===== config.mk =====
export PLATFORM = sky130hd
export DESIGN_NAME = dictionary_block_deframer_top_flat
export DESIGN_NICKNAME = d
export VERILOG_FILES = /design/src/rtl/dbd_pkg.sv /design/src/rtl/dbd_if.sv /design/src/rtl/dbd_entry_tracker.sv /design/src/rtl/dictionary_block_deframer_top.sv /design/src/flat_wrapper.sv
export SDC_FILE = /design/constraint.sdc
export NUM_CORES = 1
export LEC_CHECK = 0
export BUFFER_PORTS_ARGS = -buffer_cell sky130_fd_sc_hd__clkbuf_2
export CORE_UTILIZATION = 59
export CTS_BUF_LIST = sky130_fd_sc_hd__clkbuf_8
export CTS_CLUSTER_SIZE = 25
export DETAILED_ROUTE_END_ITERATION = 8
export PLACE_DENSITY_LB_ADDON = 0.3
export RECOVER_POWER = 50
export SYNTH_ARGS = -nofsm -noshare
export SYNTH_HDL_FRONTEND = slang
export SYNTH_SLANG_ARGS = --single-unit

===== constraint.sdc =====
create_clock -name clk -period 6.2 [get_ports clk]
set_input_delay 0.31 -clock clk [delete_from_list [all_inputs] [get_ports clk]]
set_output_delay 0.31 -clock clk [all_outputs]
set_load 0.005 [all_outputs]

===== src/rtl/dbd_pkg.sv =====
// ---------------------------------------------------------------------------
// Dictionary block deframer package
// Types and constants shared by the deframer modules.
// ---------------------------------------------------------------------------
package dbd_pkg;

  typedef enum logic [1:0] {
    PH_HEADER  = 2'd0,
    PH_LENGTH  = 2'd1,
    PH_PAYLOAD = 2'd2,
    PH_ENDED   = 2'd3
  } phase_t;

  typedef enum logic [2:0] {
    FLD_NONE    = 3'd0,
    FLD_HW_LEN  = 3'd1,
    FLD_HW      = 3'd2,
    FLD_DEF_LEN = 3'd3,
    FLD_DEF     = 3'd4,
    FLD_ALT_LEN = 3'd5,
    FLD_ALT     = 3'd6
  } field_t;

  localparam logic [3:0] TYPE_ENTRY     = 4'd1;
  localparam logic [3:0] TYPE_END       = 4'd4;
  localparam logic [3:0] TYPE_ENTRY_ALT = 4'd10;
  localparam logic [3:0] CODE_DIRECT    = 4'd4;
  localparam logic [7:0] CTRL_LIMIT     = 8'h20;
  localparam logic [7:0] CHAR_NEWLINE   = 8'h0a;

  typedef struct packed {
    logic start;
    logic step;
    logic is_entry;
  } entry_ctrl_t;

  typedef struct packed {
    logic [2:0] tag;
    logic       kept;
  } entry_info_t;

  typedef struct packed {
    logic [3:0]  block_type;
    logic [7:0]  payload_byte;
    logic [31:0] byte_offset;
    logic [2:0]  field_tag;
    logic        byte_kept;
    logic        block_last;
    logic        block_empty;
    logic        end_marker;
  } result_t;

endpackage


===== src/rtl/dbd_if.sv =====
// ---------------------------------------------------------------------------
// Deframer stream interfaces
// Valid/ready channels for incoming stream bytes and outgoing result words.
// ---------------------------------------------------------------------------
interface dbd_in_if;
  logic       valid;
  logic       ready;
  logic [7:0] data_byte;

  modport source (output valid, output data_byte, input ready);
  modport sink (input valid, input data_byte, output ready);
endinterface

interface dbd_out_if;
  logic        valid;
  logic        ready;
  logic [3:0]  block_type;
  logic [7:0]  payload_byte;
  logic [31:0] byte_offset;
  logic [2:0]  field_tag;
  logic        byte_kept;
  logic        block_last;
  logic        block_empty;
  logic        end_marker;

  modport source (
    output valid, output block_type, output payload_byte, output byte_offset,
    output field_tag, output byte_kept, output block_last, output block_empty,
    output end_marker, input ready
  );
  modport sink (
    input valid, input block_type, input payload_byte, input byte_offset,
    input field_tag, input byte_kept, input block_last, input block_empty,
    input end_marker, output ready
  );
endinterface


===== src/rtl/dbd_entry_tracker.sv =====
// ---------------------------------------------------------------------------
// Entry field tracker
// Follows the field layout of entry blocks and tags each payload byte.
// ---------------------------------------------------------------------------
module dbd_entry_tracker (
  input  logic                clk,
  input  logic                rst_n,
  input  dbd_pkg::entry_ctrl_t ctrl,
  input  logic [7:0]          data_byte,
  output dbd_pkg::entry_info_t info
);
  import dbd_pkg::*;

  field_t      field_r, field_nxt;
  logic [15:0] left_r, left_nxt;
  logic        cut_r, cut_nxt;
  logic        hi_done_r, hi_done_nxt;
  logic [15:0] left_dec;
  logic [15:0] def_len;
  logic        ctrl_byte;

  assign left_dec  = left_r - 16'd1;
  assign def_len   = left_r | {8'd0, data_byte};
  assign ctrl_byte = (data_byte < CTRL_LIMIT) && (data_byte != CHAR_NEWLINE);

  always_comb begin
    field_nxt   = field_r;
    left_nxt    = left_r;
    cut_nxt     = cut_r;
    hi_done_nxt = hi_done_r;
    info.tag    = 3'(field_r);
    info.kept   = 1'b1;
    unique case (field_r)
      FLD_NONE: begin
      end
      FLD_HW_LEN: begin
        left_nxt = {8'd0, data_byte};
        if (data_byte != 8'd0) begin
          field_nxt = FLD_HW;
        end else begin
          field_nxt   = FLD_DEF_LEN;
          hi_done_nxt = 1'b0;
        end
      end
      FLD_HW: begin
        left_nxt = left_dec;
        if (left_dec == 16'd0) begin
          field_nxt   = FLD_DEF_LEN;
          hi_done_nxt = 1'b0;
        end
      end
      FLD_DEF_LEN: begin
        if (!hi_done_r) begin
          left_nxt    = {data_byte, 8'd0};
          hi_done_nxt = 1'b1;
        end else begin
          left_nxt  = def_len;
          cut_nxt   = 1'b0;
          field_nxt = (def_len != 16'd0) ? FLD_DEF : FLD_ALT_LEN;
        end
      end
      FLD_DEF: begin
        // Once a control byte shows up, the rest of the definition is dropped.
        cut_nxt   = cut_r | ctrl_byte;
        info.kept = !(cut_r | ctrl_byte);
        left_nxt  = left_dec;
        if (left_dec == 16'd0) begin
          field_nxt = FLD_ALT_LEN;
        end
      end
      FLD_ALT_LEN: begin
        left_nxt = {8'd0, data_byte};
        if (data_byte != 8'd0) begin
          field_nxt = FLD_ALT;
        end
      end
      FLD_ALT: begin
        left_nxt = left_dec;
        if (left_dec == 16'd0) begin
          field_nxt = FLD_ALT_LEN;
        end
      end
      default: begin
        info.tag = 3'(FLD_NONE);
      end
    endcase
  end

  always_ff @(posedge clk) begin
    if (!rst_n) begin
      field_r   <= FLD_NONE;
      left_r    <= '0;
      cut_r     <= 1'b0;
      hi_done_r <= 1'b0;
    end else if (ctrl.start) begin
      field_r   <= ctrl.is_entry ? FLD_HW_LEN : FLD_NONE;
      left_r    <= '0;
      cut_r     <= 1'b0;
      hi_done_r <= 1'b0;
    end else if (ctrl.step) begin
      field_r   <= field_nxt;
      left_r    <= left_nxt;
      cut_r     <= cut_nxt;
      hi_done_r <= hi_done_nxt;
    end
  end

endmodule


===== src/rtl/dictionary_block_deframer_top.sv =====
// Output: the result word for an accepted byte is registered in the output register.
// Throughput: one byte per cycle; the single output register passes ready straight back,
// so a byte is taken whenever the register is empty or being emptied in the same cycle.
// Reset: synchronous, active low; clears the parse state and the output valid, no sweep.
// ---------------------------------------------------------------------------
// Dictionary block deframer
// Splits the decompressed byte stream into blocks and emits one word per
// payload byte, one per empty block and one for the end marker.
// ---------------------------------------------------------------------------
module dictionary_block_deframer_top #(
  parameter int LENGTH_BITS = 32
) (
  input  logic            clk,
  input  logic            rst_n,
  dbd_in_if.sink          in_ch,
  dbd_out_if.source       out_ch
);
  import dbd_pkg::*;

  phase_t                 phase_r, phase_nxt;
  logic [3:0]             type_r, type_nxt;
  logic [2:0]             len_left_r, len_left_nxt;
  logic [LENGTH_BITS-1:0] rem_r, rem_nxt;
  logic [LENGTH_BITS-1:0] pos_r, pos_nxt;
  result_t                out_res_r, res_nxt;
  logic                   out_valid_r, out_valid_nxt;

  logic                   in_ready;
  logic                   in_fire;
  logic [7:0]             b;
  logic [3:0]             code;
  logic [LENGTH_BITS-1:0] rem_shift;
  logic [2:0]             len_dec;
  logic                   last_byte;
  logic                   start_pl;
  entry_ctrl_t            ent_ctrl;
  entry_info_t            ent_info;

  assign b         = in_ch.data_byte;
  assign code      = b[7:4];
  assign in_ready  = !out_valid_r || out_ch.ready;
  assign in_fire   = in_ch.valid && in_ready;
  assign rem_shift = LENGTH_BITS'({rem_r, b});
  assign len_dec   = len_left_r - 3'd1;
  assign last_byte = (rem_r == LENGTH_BITS'(1));

  // Next state.
  always_comb begin
    phase_nxt    = phase_r;
    type_nxt     = type_r;
    len_left_nxt = len_left_r;
    rem_nxt      = rem_r;
    pos_nxt      = pos_r;
    start_pl     = 1'b0;
    if (in_fire) begin
      unique case (phase_r)
        PH_HEADER: begin
          type_nxt = b[3:0];
          if (b[3:0] == TYPE_END) begin
            phase_nxt = PH_ENDED;
          end else if (code < CODE_DIRECT) begin
            len_left_nxt = {1'b0, code[1:0]} + 3'd1;
            rem_nxt      = '0;
            phase_nxt    = PH_LENGTH;
          end else begin
            rem_nxt = LENGTH_BITS'(code - CODE_DIRECT);
            if (code != CODE_DIRECT) begin
              start_pl  = 1'b1;
              phase_nxt = PH_PAYLOAD;
            end
          end
        end
        PH_LENGTH: begin
          rem_nxt      = rem_shift;
          len_left_nxt = len_dec;
          if (len_dec == 3'd0) begin
            if (rem_shift == '0) begin
              phase_nxt = PH_HEADER;
            end else begin
              start_pl  = 1'b1;
              phase_nxt = PH_PAYLOAD;
            end
          end
        end
        PH_PAYLOAD: begin
          pos_nxt = pos_r + LENGTH_BITS'(1);
          rem_nxt = rem_r - LENGTH_BITS'(1);
          if (last_byte) begin
            phase_nxt = PH_HEADER;
          end
        end
        PH_ENDED: begin
        end
        default: begin
          phase_nxt = PH_HEADER;
        end
      endcase
      if (start_pl) begin
        pos_nxt = '0;
      end
    end
  end

  assign ent_ctrl.start    = start_pl;
  assign ent_ctrl.step     = in_fire && (phase_r == PH_PAYLOAD);
  assign ent_ctrl.is_entry = (type_nxt == TYPE_ENTRY) || (type_nxt == TYPE_ENTRY_ALT);

  dbd_entry_tracker u_entry (
    .clk       (clk),
    .rst_n     (rst_n),
    .ctrl      (ent_ctrl),
    .data_byte (b),
    .info      (ent_info)
  );

  // Result word for the accepted byte.
  always_comb begin
    res_nxt           = '0;
    res_nxt.byte_kept = 1'b1;
    out_valid_nxt     = out_valid_r && !out_ch.ready;
    if (in_fire) begin
      out_valid_nxt = 1'b0;
      unique case (phase_r)
        PH_HEADER: begin
          res_nxt.block_type = b[3:0];
          if (b[3:0] == TYPE_END) begin
            res_nxt.end_marker = 1'b1;
            out_valid_nxt      = 1'b1;
          end else if (code == CODE_DIRECT) begin
            res_nxt.block_empty = 1'b1;
            out_valid_nxt       = 1'b1;
          end
        end
        PH_LENGTH: begin
          res_nxt.block_type = type_r;
          if ((len_dec == 3'd0) && (rem_shift == '0)) begin
            res_nxt.block_empty = 1'b1;
            out_valid_nxt       = 1'b1;
          end
        end
        PH_PAYLOAD: begin
          res_nxt.block_type   = type_r;
          res_nxt.payload_byte = b;
          res_nxt.byte_offset  = 32'(pos_r);
          res_nxt.field_tag    = ent_info.tag;
          res_nxt.byte_kept    = ent_info.kept;
          res_nxt.block_last   = last_byte;
          out_valid_nxt        = 1'b1;
        end
        PH_ENDED: begin
        end
        default: begin
        end
      endcase
    end
  end

  always_ff @(posedge clk) begin
    if (!rst_n) begin
      phase_r     <= PH_HEADER;
      type_r      <= '0;
      len_left_r  <= '0;
      rem_r       <= '0;
      pos_r       <= '0;
      out_valid_r <= 1'b0;
    end else begin
      phase_r     <= phase_nxt;
      type_r      <= type_nxt;
      len_left_r  <= len_left_nxt;
      rem_r       <= rem_nxt;
      pos_r       <= pos_nxt;
      out_valid_r <= out_valid_nxt;
    end
  end

  always_ff @(posedge clk) begin
    if (in_fire) begin
      out_res_r <= res_nxt;
    end
  end

  assign in_ch.ready         = in_ready;
  assign out_ch.valid        = out_valid_r;
  assign out_ch.block_type   = out_res_r.block_type;
  assign out_ch.payload_byte = out_res_r.payload_byte;
  assign out_ch.byte_offset  = out_res_r.byte_offset;
  assign out_ch.field_tag    = out_res_r.field_tag;
  assign out_ch.byte_kept    = out_res_r.byte_kept;
  assign out_ch.block_last   = out_res_r.block_last;
  assign out_ch.block_empty  = out_res_r.block_empty;
  assign out_ch.end_marker   = out_res_r.end_marker;

endmodule


===== src/flat_wrapper.sv =====
// flat-port wrapper written by rule: the top's interface ports become plain ports
module dictionary_block_deframer_top_flat import dbd_pkg::*;
#(
  parameter int LENGTH_BITS = 32
)
  (clk, rst_n, in_ch_valid, in_ch_data_byte, in_ch_ready, out_ch_valid, out_ch_block_type, out_ch_payload_byte, out_ch_byte_offset, out_ch_field_tag, out_ch_byte_kept, out_ch_block_last, out_ch_block_empty, out_ch_end_marker, out_ch_ready);
  dbd_in_if in_ch_i ();
  dbd_out_if out_ch_i ();
  input  logic clk;
  input  logic rst_n;
  input wire logic [$bits(in_ch_i.valid)-1:0] in_ch_valid;
  input wire logic [$bits(in_ch_i.data_byte)-1:0] in_ch_data_byte;
  output wire logic [$bits(in_ch_i.ready)-1:0] in_ch_ready;
  output wire logic [$bits(out_ch_i.valid)-1:0] out_ch_valid;
  output wire logic [$bits(out_ch_i.block_type)-1:0] out_ch_block_type;
  output wire logic [$bits(out_ch_i.payload_byte)-1:0] out_ch_payload_byte;
  output wire logic [$bits(out_ch_i.byte_offset)-1:0] out_ch_byte_offset;
  output wire logic [$bits(out_ch_i.field_tag)-1:0] out_ch_field_tag;
  output wire logic [$bits(out_ch_i.byte_kept)-1:0] out_ch_byte_kept;
  output wire logic [$bits(out_ch_i.block_last)-1:0] out_ch_block_last;
  output wire logic [$bits(out_ch_i.block_empty)-1:0] out_ch_block_empty;
  output wire logic [$bits(out_ch_i.end_marker)-1:0] out_ch_end_marker;
  input wire logic [$bits(out_ch_i.ready)-1:0] out_ch_ready;
  assign in_ch_i.valid = in_ch_valid;
  assign in_ch_i.data_byte = in_ch_data_byte;
  assign in_ch_ready = in_ch_i.ready;
  assign out_ch_valid = out_ch_i.valid;
  assign out_ch_block_type = out_ch_i.block_type;
  assign out_ch_payload_byte = out_ch_i.payload_byte;
  assign out_ch_byte_offset = out_ch_i.byte_offset;
  assign out_ch_field_tag = out_ch_i.field_tag;
  assign out_ch_byte_kept = out_ch_i.byte_kept;
  assign out_ch_block_last = out_ch_i.block_last;
  assign out_ch_block_empty = out_ch_i.block_empty;
  assign out_ch_end_marker = out_ch_i.end_marker;
  assign out_ch_i.ready = out_ch_ready;
  dictionary_block_deframer_top #(.LENGTH_BITS(LENGTH_BITS)) u_core (.clk(clk), .rst_n(rst_n), .in_ch(in_ch_i), .out_ch(out_ch_i));
endmodule

; ---- Word level (Yosys, flattened, before mapping)
; Cells that the tools add are included.
[op_classes]
n_addsub = 6
n_lt_le_gt_ge = 2
eq_ne = 27
muxes = 51
bitwise = 3
n_reduce_logical = 41
[ops]
columns = op, count
row1 = $mux W32, 4
row2 = $pmux W32 S3, 1
row3 = $pmux W16 S3, 1
row4 = $add A32 B1 Y32 const B, 1
row5 = $eq A32 B1 Y1 const B, 1
row6 = $logic_not A32 Y1, 1
row7 = $sub A32 B1 Y32 const B, 1
row8 = $mux W3, 8
row9 = $mux W1, 19
row10 = $logic_not A16 Y1, 1
row11 = $mux W16, 1
row12 = $or A16 B8 Y16, 1
row13 = $reduce_bool A16 Y1, 1
row14 = $sub A16 B1 Y16 const B, 1
row15 = $pmux W3 S5, 1
row16 = $mux W2, 6
row17 = $eq A3 B3 Y1 const B, 3
row18 = $ne A3 B2 Y1 const B, 3
row19 = $reduce_bool A3 Y1, 3
row20 = $eq A4 B3 Y1 const B, 2
row21 = $lt A8 B6 Y1 const B, 1
row22 = $mux W4, 2
row23 = $ne A2 B2 Y1 const B, 4
row24 = $ne A8 B4 Y1 const B, 1
row25 = 37 further kinds, 62
[totals]
regBits = 146
input_bits = 12
output_inout_bits = 53
elab_cells = 148

; ---- Depth between registers and ports, before layout
; Gate-level depths: netlist of run 1.
[logic_depth]
word_depth = 9
mapped_depth = 10

; ---- Cells and area by module
; From an unflattened synthesis of run 1, not the netlist that was laid out.
[hier_totals]
hier_cells = 924
hier_area_um2 = 8094.0
[by_module_without_submodules]
columns = mod, n_inst, cells_per_inst, area_each_um2, seq_area_each_um2
row1 = dictionary_block_deframer_top, 1, 707, 6503.7, 3012.9
row2 = dbd_entry_tracker, 1, 217, 1590.3, 420.4

; ---- Worst setup path before layout of run 1
; Ideal clock, no wire load.
[synth_path]
kind = input port to flip-flop
startpoint = input out_ch_ready
endpoint = register u_core.pos_r[18]
setup_ns = 0.132
arrival_time_ns = 2.520
required_ns = 6.068
slack_ns = 3.547
stages = 7
n_path_buf = 0
path_cell_list = nand2b_1 nand2_1 inv_2 o21ai_0 a2111oi_0 a21bo_2 a21oi_1
[synth_between]
elab_chain_cells = 3
[synth_lines]
columns = item, line
row1 = from (decl), flat_wrapper.sv:23  ; input wire logic [$bits(out_ch_i.ready)-1:0] out_ch_ready;
row2 = $logic_or A1 B1 Y1, dictionary_block_deframer_top.sv:41  ; assign in_ready = !out_valid_r || out_ch.ready;
row3 = $logic_and A1 B1 Y1, dictionary_block_deframer_top.sv:42  ; assign in_fire = in_ch.valid && in_ready;
row4 = via u_core.in_fire, dictionary_block_deframer_top.sv:29  ; logic in_fire;
row5 = $reduce_and A2 Y1 (no source line), -
row6 = to (signal assigned), dictionary_block_deframer_top.sv:171  ; pos_r <= pos_nxt;
row7 = to (decl), dictionary_block_deframer_top.sv:24  ; logic [LENGTH_BITS-1:0] pos_r, pos_nxt;
; The timed path passes the listed nets, and every way through them passes these cells.
; A chain may end at the register's enable or synchronous reset.

; ---- Final worst setup path of run 1
[layout_path]
startpoint = register u_core.phase_r[0]
endpoint = register u_core.u_entry.left_r[13]
[layout_between]
elab_chain_cells = 5
[layout_lines]
columns = item, line
row1 = from (decl), dictionary_block_deframer_top.sv:20  ; phase_t phase_r, phase_nxt;
row2 = from (signal assigned), dictionary_block_deframer_top.sv:167  ; phase_r <= phase_nxt;
row3 = $eq A2 B1 Y1 / $logic_not A2 Y1 (equally long branches), dictionary_block_deframer_top.sv:56  ; unique case (phase_r)
row4 = $pmux W1 S2, dictionary_block_deframer_top.sv:56
row5 = $mux W1 (2 in a row), dictionary_block_deframer_top.sv:55  ; if (in_fire) begin
row6 = $reduce_or A2 Y1 (no source line), -
row7 = to (signal assigned), dbd_entry_tracker.sv:102  ; left_r <= left_nxt;
row8 = to (decl), dbd_entry_tracker.sv:15  ; logic [15:0] left_r, left_nxt;
; Several ways; a longest one is shown, not always the timed one. The select of a mux whose other input is x is not followed.

==> run metrics, run 1 <==
CTS Hold Buffers Added 0; P per Cell Area 261 mW/mm^2; sequential fraction of the synthesis area 0.432; DR iter-0 viols 936; register bit total from synthesis 146; status complete, but fails checks; CP arrival 4.41 ns; Worst Clk Skew 0.0135 ns; fin crit share 0.659; chip width 118 microns; Mapped Cells 916; fmax 245 MHz; Hold WC Path Type in2reg; DR vias/cell 6.28; top_reg_cell synth dfxtp_1; global route total overflow 0; DR vias 7096; H-tree depth 4; die height 118 microns; core area 0.0132 sq mm; first-pass GRT wire length 31900 microns; Worst Max-Slew Pin Slew 2.09 ns; yosys warns 0; Residual DRC 0; failing checks max-capacitance violations, max-slew violations; iteration count of the initial detailed-routing pass 6; Avg Cell Area, Syn 8.69 sq um; Top Ports 65; Buffers on Ports 64; leakage 3.06 nW; Post-synth EDFFs 51; WL/cell 17.1 microns; Post-Synthesis Net Count 942; share of layout cells above drive strength 1 0.104; area leader, netlist dfxtp_1; # setup viols final 0; Final ANT Viol Nets 0; Synth cell types 73; Async S/R FF share, synth 0; vias in the first global route 6323; DIE AREA 0.0140 sq mm; Initial Utilization 0.603; placer congestion estimate 0.936; CTS buffer count 17; RSZ-0062 raised after global routing no; critical path startpoint category flip-flop; Slew headroom -0.393; Worst EP required 6.53 ns; Resized Gates After CTS 0; # diodes 0; Post-CTS Setup Bufs 0; nets 967; top-area cell type share of the netlist area 0.239; CTS Root Cell clkbuf_8; Total Wirelength 19300 microns; Post-Place Cells 1098; worst-case clock buffer depth 2; Post-Layout Cell Count 1130; Clock Sinks 146; initial antenna violation count 0; Area growth, synth to finish 9.07%; final setup TNS 0 ns; CP endpoint kind flip-flop; Clock Latency Late Sink 0.47 ns; # Max-Cap Violations 2; worst-path maximum fanout 46; Slew Viols, Final 105; CP Class reg2reg; # rows 42; synth top area cells dfxtp_1, edfxtp_1, nor2_1, xnor2_1, nand2_1; GRT Util Overall 0.283; dpl hpwl 12700 microns; Tmin final 4.08 ns; Max VDD drop 0.000181 V; largest net degree at the start of global routing 58; CTS tree done; clk slew on worst S/H paths 0.08 ns; final hold vios 0; Post-Syn Area 0.00796 sq mm
[cells in the mapped netlist, drive strengths merged (3+ instances only)]
master / instances
nor2: 107
dfxtp: 95
nand2: 75
edfxtp: 51
o21ai: 51
clkbuf: 48
a21oi: 42
and2: 38
nand3: 38
xnor2: 33
nor3: 31
a22oi: 25
inv: 25
nand4: 18
xor2: 18
a211oi: 17
nor4: 15
buf: 14
ha: 14
a2111oi: 12
or3: 12
and3: 11
o22ai: 10
a21o: 9
mux2i: 7
nor2b: 7
o31ai: 7
nand3b: 6
a31oi: 5
nand2b: 5
a221oi: 4
a22o: 4
and4: 4
nor3b: 4
o211ai: 4
o21a: 4
or4: 4
a32o: 3
nor4b: 3
[critical path: stages, from the launching register on]
cell      delay, ns
dfxtp_1        0.36
inv_1          0.11
ha_1           0.17
clkbuf_1       1.37
nand4_1        0.55
nor2_1         0.89
o21ai_0        0.23
a22oi_1        0.20
nor2_1         0.06
[per-layer routing]
metal / wire length (microns) / track usage / up-vias
met1: 8790 / 0.393 / 3382
met5: 0 / 0 / -
li1: - / - / 3404
met2: 9040 / 0.438 / 273
met3: 1130 / 0.0494 / 37
met4: 357 / 0.114 / 0
[per-stage QoR]
step	hold WS, ns	worst slack (ns)	cell area, sq um	util	total power [mW]
after floorplan	0.448	3.55	7960	-	1.37
after detailed placement	0.467	2.56	8270	0.627	1.47
after global placement	0.466	2.75	8270	0.627	1.47
after CTS	0.228	2.54	8700	0.660	2.27
after global routing	0.256	1.75	8680	0.658	2.36
final	0.260	2.12	8680	0.658	2.27
[final timing paths]
kind	from	to	slack, ns	depth (start not counted)
min	in_ch_data_byte[3]	u_core.type_r[3]	0.26	3
min reg2reg	u_core.u_entry.left_r[15]	u_core.u_entry.left_r[15]	0.48	2
max	u_core.phase_r[0]	u_core.u_entry.left_r[13]	2.12	8
max reg2reg	u_core.phase_r[0]	u_core.u_entry.left_r[13]	2.12	8
[layout make-up]
cell class                      count  area (sq um)
Clock buffer                       17           234
Clock inverter                     15           196
Fill cell                        1098          4510
Inverter                           27           101
Multi-Input combinational cell    681          4170
Sequential cell                   146          3430
Tap cell                          176           220
Timing Repair Buffer               68           328
[cell usage in the layout, fill, tap and decap left out, drive strengths merged, types with 8 or more instances in the layout]
cell type and count:
ha 14, a21o 9, clkinv 8, or3 12, a22oi 25, o22ai 10, and3 11, dfxtp 95
a2111oi 12, nand4 18, inv 31, xnor2 33, nand3 38, nor2 107, edfxtp 51, o21ai 51
a21oi 42, nand2 75, nor3 31, nor4 15, xor2 18, clkbuf 82, and2 38, a211oi 17
[sequential cells by signal, summed over array words and instances, names as in the netlist]
| signal | cells |
|---|---|
| u_core.out_ch.byte_offset | 32 |
| u_core.pos_r | 32 |
| u_core.rem_r | 32 |
| u_core.u_entry.left_r | 16 |
| u_core.out_ch.payload_byte | 8 |
| u_core.out_ch.block_type | 4 |
| u_core.type_r | 4 |
| u_core.len_left_r | 3 |
| u_core.out_ch.field_tag | 3 |
| u_core.u_entry.field_r | 3 |
| u_core.phase_r | 2 |
| u_core.out_ch.block_empty | 1 |
| u_core.out_ch.block_last | 1 |
| u_core.out_ch.byte_kept | 1 |
| u_core.out_ch.end_marker | 1 |
| u_core.out_ch.valid | 1 |
| u_core.u_entry.cut_r | 1 |
| u_core.u_entry.hi_done_r | 1 |
[power breakdown]
part,leakage (nW),switching (mW),internal (mW)
Sequential,1.29,0.0279,1.03
Clock,0.219,0.399,0.410
Combinational,1.55,0.267,0.133
[cells by family after synthesis]
kind of cell / synth area share
AOI/OAI and AO/OA: 0.191
xor gates and xnor gates: 0.0561
adders and majority gates: 0.0220
buffers and inverters: 0.0456
DFF: 0.432
muxes: 0.00881
and+or+nand+nor: 0.245
Power figures use the tool's default switching activity.
==> inputs of run 2 (changes only) <==
==> constraint.sdc (replaced) <==
create_clock -name clk -period 4.2 [get_ports clk]
set_input_delay 0.21 -clock clk [delete_from_list [all_inputs] [get_ports clk]]
set_output_delay 0.21 -clock clk [all_outputs]
set_load 0.005 [all_outputs]
==> run 2 against run 1 <==
  * The flow still finishes with violations (max-capacitance violations, max-slew violations)
  * Combinational power is 51% higher
  * Die area unchanged
  * Total power up 40%
  * Worst hold slack worse by 0.099 ns
  * Wire length is 1.0% higher
  * Cell area shrank 0.33%
  * Setup slack worse by 1.3 ns
  * Non-clock buffer count is 6 higher
  * Global-route usage grew 0.19 points
  * Clock skew is 0.0012 ns higher
  * Count of clock-buffer cells in the layout is the same
  * Critical endpoint is now u_core.u_entry.hi_done_r
==> run metrics, run 2 (same netlist as run 1, synthesis figures left out) <==
DR vias 7058 (was 7096); Slew Viols, Final 47 (was 105); chip width 118 microns (unchanged); Residual DRC 0 (unchanged); Clock Sinks 146 (unchanged); share of layout cells above drive strength 1 0.106 (was 0.104); most frequent cells in the layout nor2_1, dfxtp_1, nand2_1, edfxtp_1 (was nor2_1, dfxtp_1, nand2_1, edfxtp_1, o21ai_0); core area 0.0132 sq mm (unchanged); r2r setup slk 0.82 ns (was 2.12 ns); worst-case clock buffer depth 2 (unchanged); Total Wirelength 19500 microns (was 19300 microns); Clock Latency Late Sink 0.46 ns (was 0.47 ns); DR vias/cell 6.21 (was 6.28); largest net degree at the start of global routing 47 (was 58); P per Cell Area 368 mW/mm^2 (was 261 mW/mm^2); leakage 3.05 nW (was 3.06 nW); commonest non-fill, non-tap cell in the layout nor2_1 (unchanged); hold endpoint u_core.out_ch.valid (was u_core.type_r[3]); # diodes 0 (unchanged); iteration count of the initial detailed-routing pass 6 (unchanged); Post-Place Cells 1104 (was 1098); fin crit share 0.804 (was 0.659); clk slew on worst S/H paths 0.08 ns (about the same); initial antenna violation count 0 (unchanged); Max VDD drop 0.000266 V (was 0.000181 V); Final ANT Viol Nets 0 (unchanged); hold_sp out_ch_ready (was in_ch_data_byte[3]); Worst Max-Slew Pin Slew 1.74 ns (was 2.09 ns); vias in the first global route 6308 (was 6323); CTS tree done (unchanged); worst-path maximum fanout 46 (unchanged); H-tree depth 4 (unchanged); DIE AREA 0.0140 sq mm (unchanged); Post-Layout Cell Count 1136 (was 1130); R2R cell count 8 (unchanged); fmax 296 MHz (was 245 MHz); DR iter-0 viols 679 (was 936); critical path startpoint category flip-flop (unchanged); dpl hpwl 13100 microns (was 12700 microns); final setup TNS 0 ns (unchanged); Tmin final 3.38 ns (was 4.08 ns); Worst Clk Skew 0.0147 ns (was 0.0135 ns); CP endpoint kind flip-flop (unchanged); Hold WC Path Type in2reg (unchanged); die height 118 microns (unchanged); Post-CTS Setup Bufs 0 (unchanged); Slew headroom -0.162 (was -0.393); Buffers on Ports 64 (unchanged); # Max-Cap Violations 1 (was 2); GRT Util Overall 0.285 (was 0.283); Reg-to-Reg Start u_core.phase_r[0] (unchanged); Worst EP required 4.55 ns (was 6.53 ns); # rows 42 (unchanged); final hold vios 0 (unchanged); CTS Hold Buffers Added 0 (unchanged); global route total overflow 0 (unchanged); Crit Reg-Reg Endpoint u_core.u_entry.hi_done_r (was u_core.u_entry.left_r[13]); Initial Utilization 0.603 (unchanged); Area growth, synth to finish 8.71% (was 9.07%); Resized Gates After CTS 0 (unchanged); Top Ports 65 (unchanged); CP arrival 3.72 ns (was 4.41 ns); CTS Root Cell clkbuf_8 (unchanged); # setup viols final 0 (unchanged); worst hold path depth 3 (unchanged); nets 973 (was 967); FILL cells 1106 (was 1098); CP Class reg2reg (unchanged); placer congestion estimate 0.951 (was 0.936); first-pass GRT wire length 32000 microns (was 31900 microns); RSZ-0062 raised after global routing no (unchanged); failing checks max-capacitance violations, max-slew violations (unchanged); WL/cell 17.2 microns (was 17.1 microns); status complete, but fails checks (unchanged); CTS buffer count 17 (unchanged)
run 2: area by class of cell:
cell class	count	area [sq um]	area share
Timing Repair Buffer	74	374	0.0433
Clock inverter	15	121	0.0140
Sequential cell	146	3430	0.397
Tap cell	176	220	0.0255
Inverter	27	101	0.0117
Multi-Input combinational cell	681	4170	0.482
Clock buffer	17	234	0.0271
run 2: worst max path at each step:
| stage | from | end | cells past startpoint |
|---|---|---|---|
| 3_3_place_gp | u_core.phase_r[1] | u_core.pos_r[18] | 9 |
| 4_1_cts | u_core.phase_r[1] | u_core.pos_r[18] | 9 |
| 6_report | u_core.phase_r[0] | u_core.u_entry.hi_done_r | 8 |
| 2_1_floorplan | u_core.out_ch.valid | u_core.pos_r[18] | 7 |
| 3_5_place_dp | u_core.phase_r[1] | u_core.pos_r[18] | 9 |
| 5_1_grt | u_core.phase_r[0] | u_core.u_entry.hi_done_r | 8 |
run 2: per-layer routing:
metal | wire length [microns] | global-route usage
met3 | 1190 | 0.0673
met5 | 0 | 0
met1 | 8900 | 0.390
met2 | 9090 | 0.449
met4 | 321 | 0.0841
run 2: worst max-delay path, stage by stage, from the launching register on:
cell      delay, ns
dfxtp_1        0.35
inv_1          0.11
ha_1           0.20
clkbuf_1       1.28
clkinv_1       0.29
nor3_1         0.49
a22o_1         0.21
nand2_1        0.05
a311oi_1       0.30
run 2: stage by stage:
stage	setup WS (ns)	power (mW)	util	instance area [sq um]	hold slack [ns]
2_1_floorplan	1.58	2.02	-	7960	0.360
3_3_place_gp	1.19	2.18	0.630	8320	0.467
4_1_cts	1.05	3.18	0.657	8670	0.137
5_1_grt	0.482	3.32	0.656	8650	0.147
6_report	0.824	3.18	0.656	8650	0.160
3_5_place_dp	1.06	2.18	0.630	8320	0.469
run 2: report_power, final:
part | internal (mW) | leakage [nW] | switching, mW
clock | 0.462 | 0.184 | 0.558
sequential | 1.52 | 1.29 | 0.0420
combinational | 0.202 | 1.58 | 0.400
total | 2.18 | 3.05 | 1.00
==> inputs of run 3 (changes only) <==
--- a/config.mk
+++ b/config.mk
@@ -6,7 +6,7 @@
 export NUM_CORES = 1
 export LEC_CHECK = 0
 export BUFFER_PORTS_ARGS = -buffer_cell sky130_fd_sc_hd__clkbuf_2
-export CORE_UTILIZATION = 59
+export CORE_UTILIZATION = 56
 export CTS_BUF_LIST = sky130_fd_sc_hd__clkbuf_8
 export CTS_CLUSTER_SIZE = 25
 export DETAILED_ROUTE_END_ITERATION = 8
==> constraint.sdc (replaced) <==
create_clock -name clk -period 2.8 [get_ports clk]
set_input_delay 0.14 -clock clk [delete_from_list [all_inputs] [get_ports clk]]
set_output_delay 0.14 -clock clk [all_outputs]
set_load 0.005 [all_outputs]
==> run 3 against run 2 <==
  * The run now ends clean
  * Global-route usage decreased by 0.83 points
  * Clock power grew 71%
  * Maximum frequency grew 30%
  * Die area rose by 5.3%
  * Sequential power is 50% higher
  * Critical path depth unchanged
  * Combinational power rose by 56%
  * Worst hold slack got worse by 0.059 ns
  * Critical endpoint is now u_core.u_entry.field_r[0]
==> run metrics, run 3 (same netlist as run 1, synthesis figures left out) <==
Initial Utilization 0.573 (was 0.603); CTS Root Cell clkbuf_8 (unchanged); critical path startpoint category flip-flop (unchanged); first-pass GRT wire length 31900 microns (was 32000 microns); hold_sp out_ch_ready (unchanged); P per Cell Area 563 mW/mm^2 (was 368 mW/mm^2); # rows 43 (was 42); hold endpoint u_core.out_ch.valid (unchanged); FILL cells 1185 (was 1106); # Max-Cap Violations 0 (was 1); DIE AREA 0.0147 sq mm (was 0.0140 sq mm); Post-Place Cells 1136 (was 1104); die height 121 microns (was 118 microns); CP endpoint kind flip-flop (unchanged); largest net degree at the start of global routing 46 (was 47); Max VDD drop 0.000343 V (was 0.000266 V); final setup TNS 0 ns (unchanged); r2r setup slk 0.19 ns (was 0.82 ns); Slew headroom 0.456 (was -0.162); DR vias 7094 (was 7058); Tmin final 2.61 ns (was 3.38 ns); Buffers on Ports 64 (unchanged); Post-CTS Setup Bufs 0 (unchanged); DR vias/cell 6.07 (was 6.21); CTS buffer count 17 (unchanged); Post-Layout Cell Count 1169 (was 1136); Top Ports 65 (unchanged); nets 1002 (was 973); Slew Viols, Final 0 (was 47); vias in the first global route 6448 (was 6308); Residual DRC 0 (unchanged); fin crit share 0.930 (was 0.804); Crit Reg-Reg Endpoint u_core.u_entry.field_r[0] (was u_core.u_entry.hi_done_r); design area 0.00891 sq mm (was 0.00865 sq mm); overall power 5.02 mW (was 3.18 mW); DR iter-0 viols 654 (was 679); WL/cell 16.9 microns (was 17.2 microns); fmax 384 MHz (was 296 MHz); dpl hpwl 13600 microns (was 13100 microns); core area 0.0139 sq mm (was 0.0132 sq mm); CP arrival 3.00 ns (was 3.72 ns); R2R cell count 8 (unchanged); Total Wirelength 19700 microns (was 19500 microns); worst-case clock buffer depth 2 (unchanged); chip width 121 microns (was 118 microns); CTS tree done (unchanged); clk slew on worst S/H paths 0.09 ns (was 0.08 ns); Worst Clk Skew 0.0150 ns (was 0.0147 ns); RSZ-0062 raised after global routing no (unchanged); # diodes 0 (unchanged); Area growth, synth to finish 12.0% (was 8.71%); H-tree depth 4 (unchanged); Worst Max-Slew Pin Slew 0.795 ns (was 1.74 ns); status completed (was complete, but fails checks); leakage 3.15 nW (was 3.05 nW); initial antenna violation count 0 (unchanged); most frequent cells in the layout nor2_1, dfxtp_1, nand2_1, edfxtp_1, o21ai_0 (was nor2_1, dfxtp_1, nand2_1, edfxtp_1); Hold WC Path Type in2reg (unchanged); worst hold path depth 3 (unchanged); # setup viols final 0 (unchanged); worst-path maximum fanout 9 (was 46); Worst EP required 3.20 ns (was 4.55 ns); fin util 0.642 (was 0.656); commonest non-fill, non-tap cell in the layout nor2_1 (unchanged); iteration count of the initial detailed-routing pass 6 (unchanged); CP Class reg2reg (unchanged); DP Area 0.00853 sq mm (was 0.00832 sq mm); Clock Sinks 146 (unchanged); share of layout cells above drive strength 1 0.117 (was 0.106); Clock Latency Late Sink 0.46 ns (about the same); final hold vios 0 (unchanged); global route total overflow 0 (unchanged); placer congestion estimate 0.898 (was 0.951); Final ANT Viol Nets 0 (unchanged); GRT Util Overall 0.277 (was 0.285); Reg-to-Reg Start u_core.u_entry.left_r[1] (was u_core.phase_r[0])
run 3: metrics by stage:
stage / hold slack, ns / setup WS (ns)
global route: 0.110 / 0.0442
global placement: 0.463 / 0.241
floorplan: 0.290 / 0.177
CTS: 0.0843 / 0.129
finish: 0.101 / 0.195
detailed placement: 0.471 / 0.145
run 3: area by class of cell:
class / count / area [sq um] / share of cell area
clock buffer: 17 / 234 / 0.0262
clock inverter: 15 / 183 / 0.0205
inverter: 27 / 101 / 0.0114
multi-input combinational: 681 / 4170 / 0.468
sequential: 146 / 3430 / 0.385
tap: 180 / 225 / 0.0253
timing repair buffer: 103 / 563 / 0.0632
run 3: worst max-delay path by stage:
stage	start	endpoint	slack (ns)	cells past startpoint
floorplan	u_core.out_ch.valid	u_core.pos_r[18]	0.18	7
detailed placement	u_core.len_left_r[0]	u_core.pos_r[18]	0.14	8
CTS	u_core.u_entry.left_r[1]	u_core.u_entry.field_r[0]	0.13	8
global placement	u_core.u_entry.left_r[1]	u_core.u_entry.field_r[0]	0.24	8
finish	u_core.u_entry.left_r[1]	u_core.u_entry.field_r[0]	0.19	8
global route	u_core.u_entry.left_r[1]	u_core.u_entry.field_r[0]	0.04	8
run 3: what timing repair did:
action,in CTS,in global routing
endpoints found under the hold margin,1,0
setup endpoints to repair,0,2
hold buffers,1,0
gates resized for setup,0,3
run 3: layer usage:
metal / part of all wire / global-route usage / up-vias / wire length [microns]
met5: 0 / 0 / - / 0
met4: 0.024 / 0.120 / 0 / 467
met3: 0.066 / 0.0498 / 37 / 1310
met2: 0.47 / 0.445 / 233 / 9270
met1: 0.44 / 0.365 / 3354 / 8700
li1: - / - / 3470 / -
run 3: where the power goes:
group,internal [mW],switching (mW)
combinational,0.332,0.607
clock,0.887,0.857
sequential,2.28,0.0599
total,3.50,1.52
run 3: worst max-delay path: stages (launching register included):
cell     delay, ns
dfxtp_1       0.38
inv_1         0.12
ha_2          0.27
or3b_2        0.48
o21ai_0       0.16
a31oi_1       0.11
or4_4         0.55
nor4_2        0.27
o221a_1       0.20
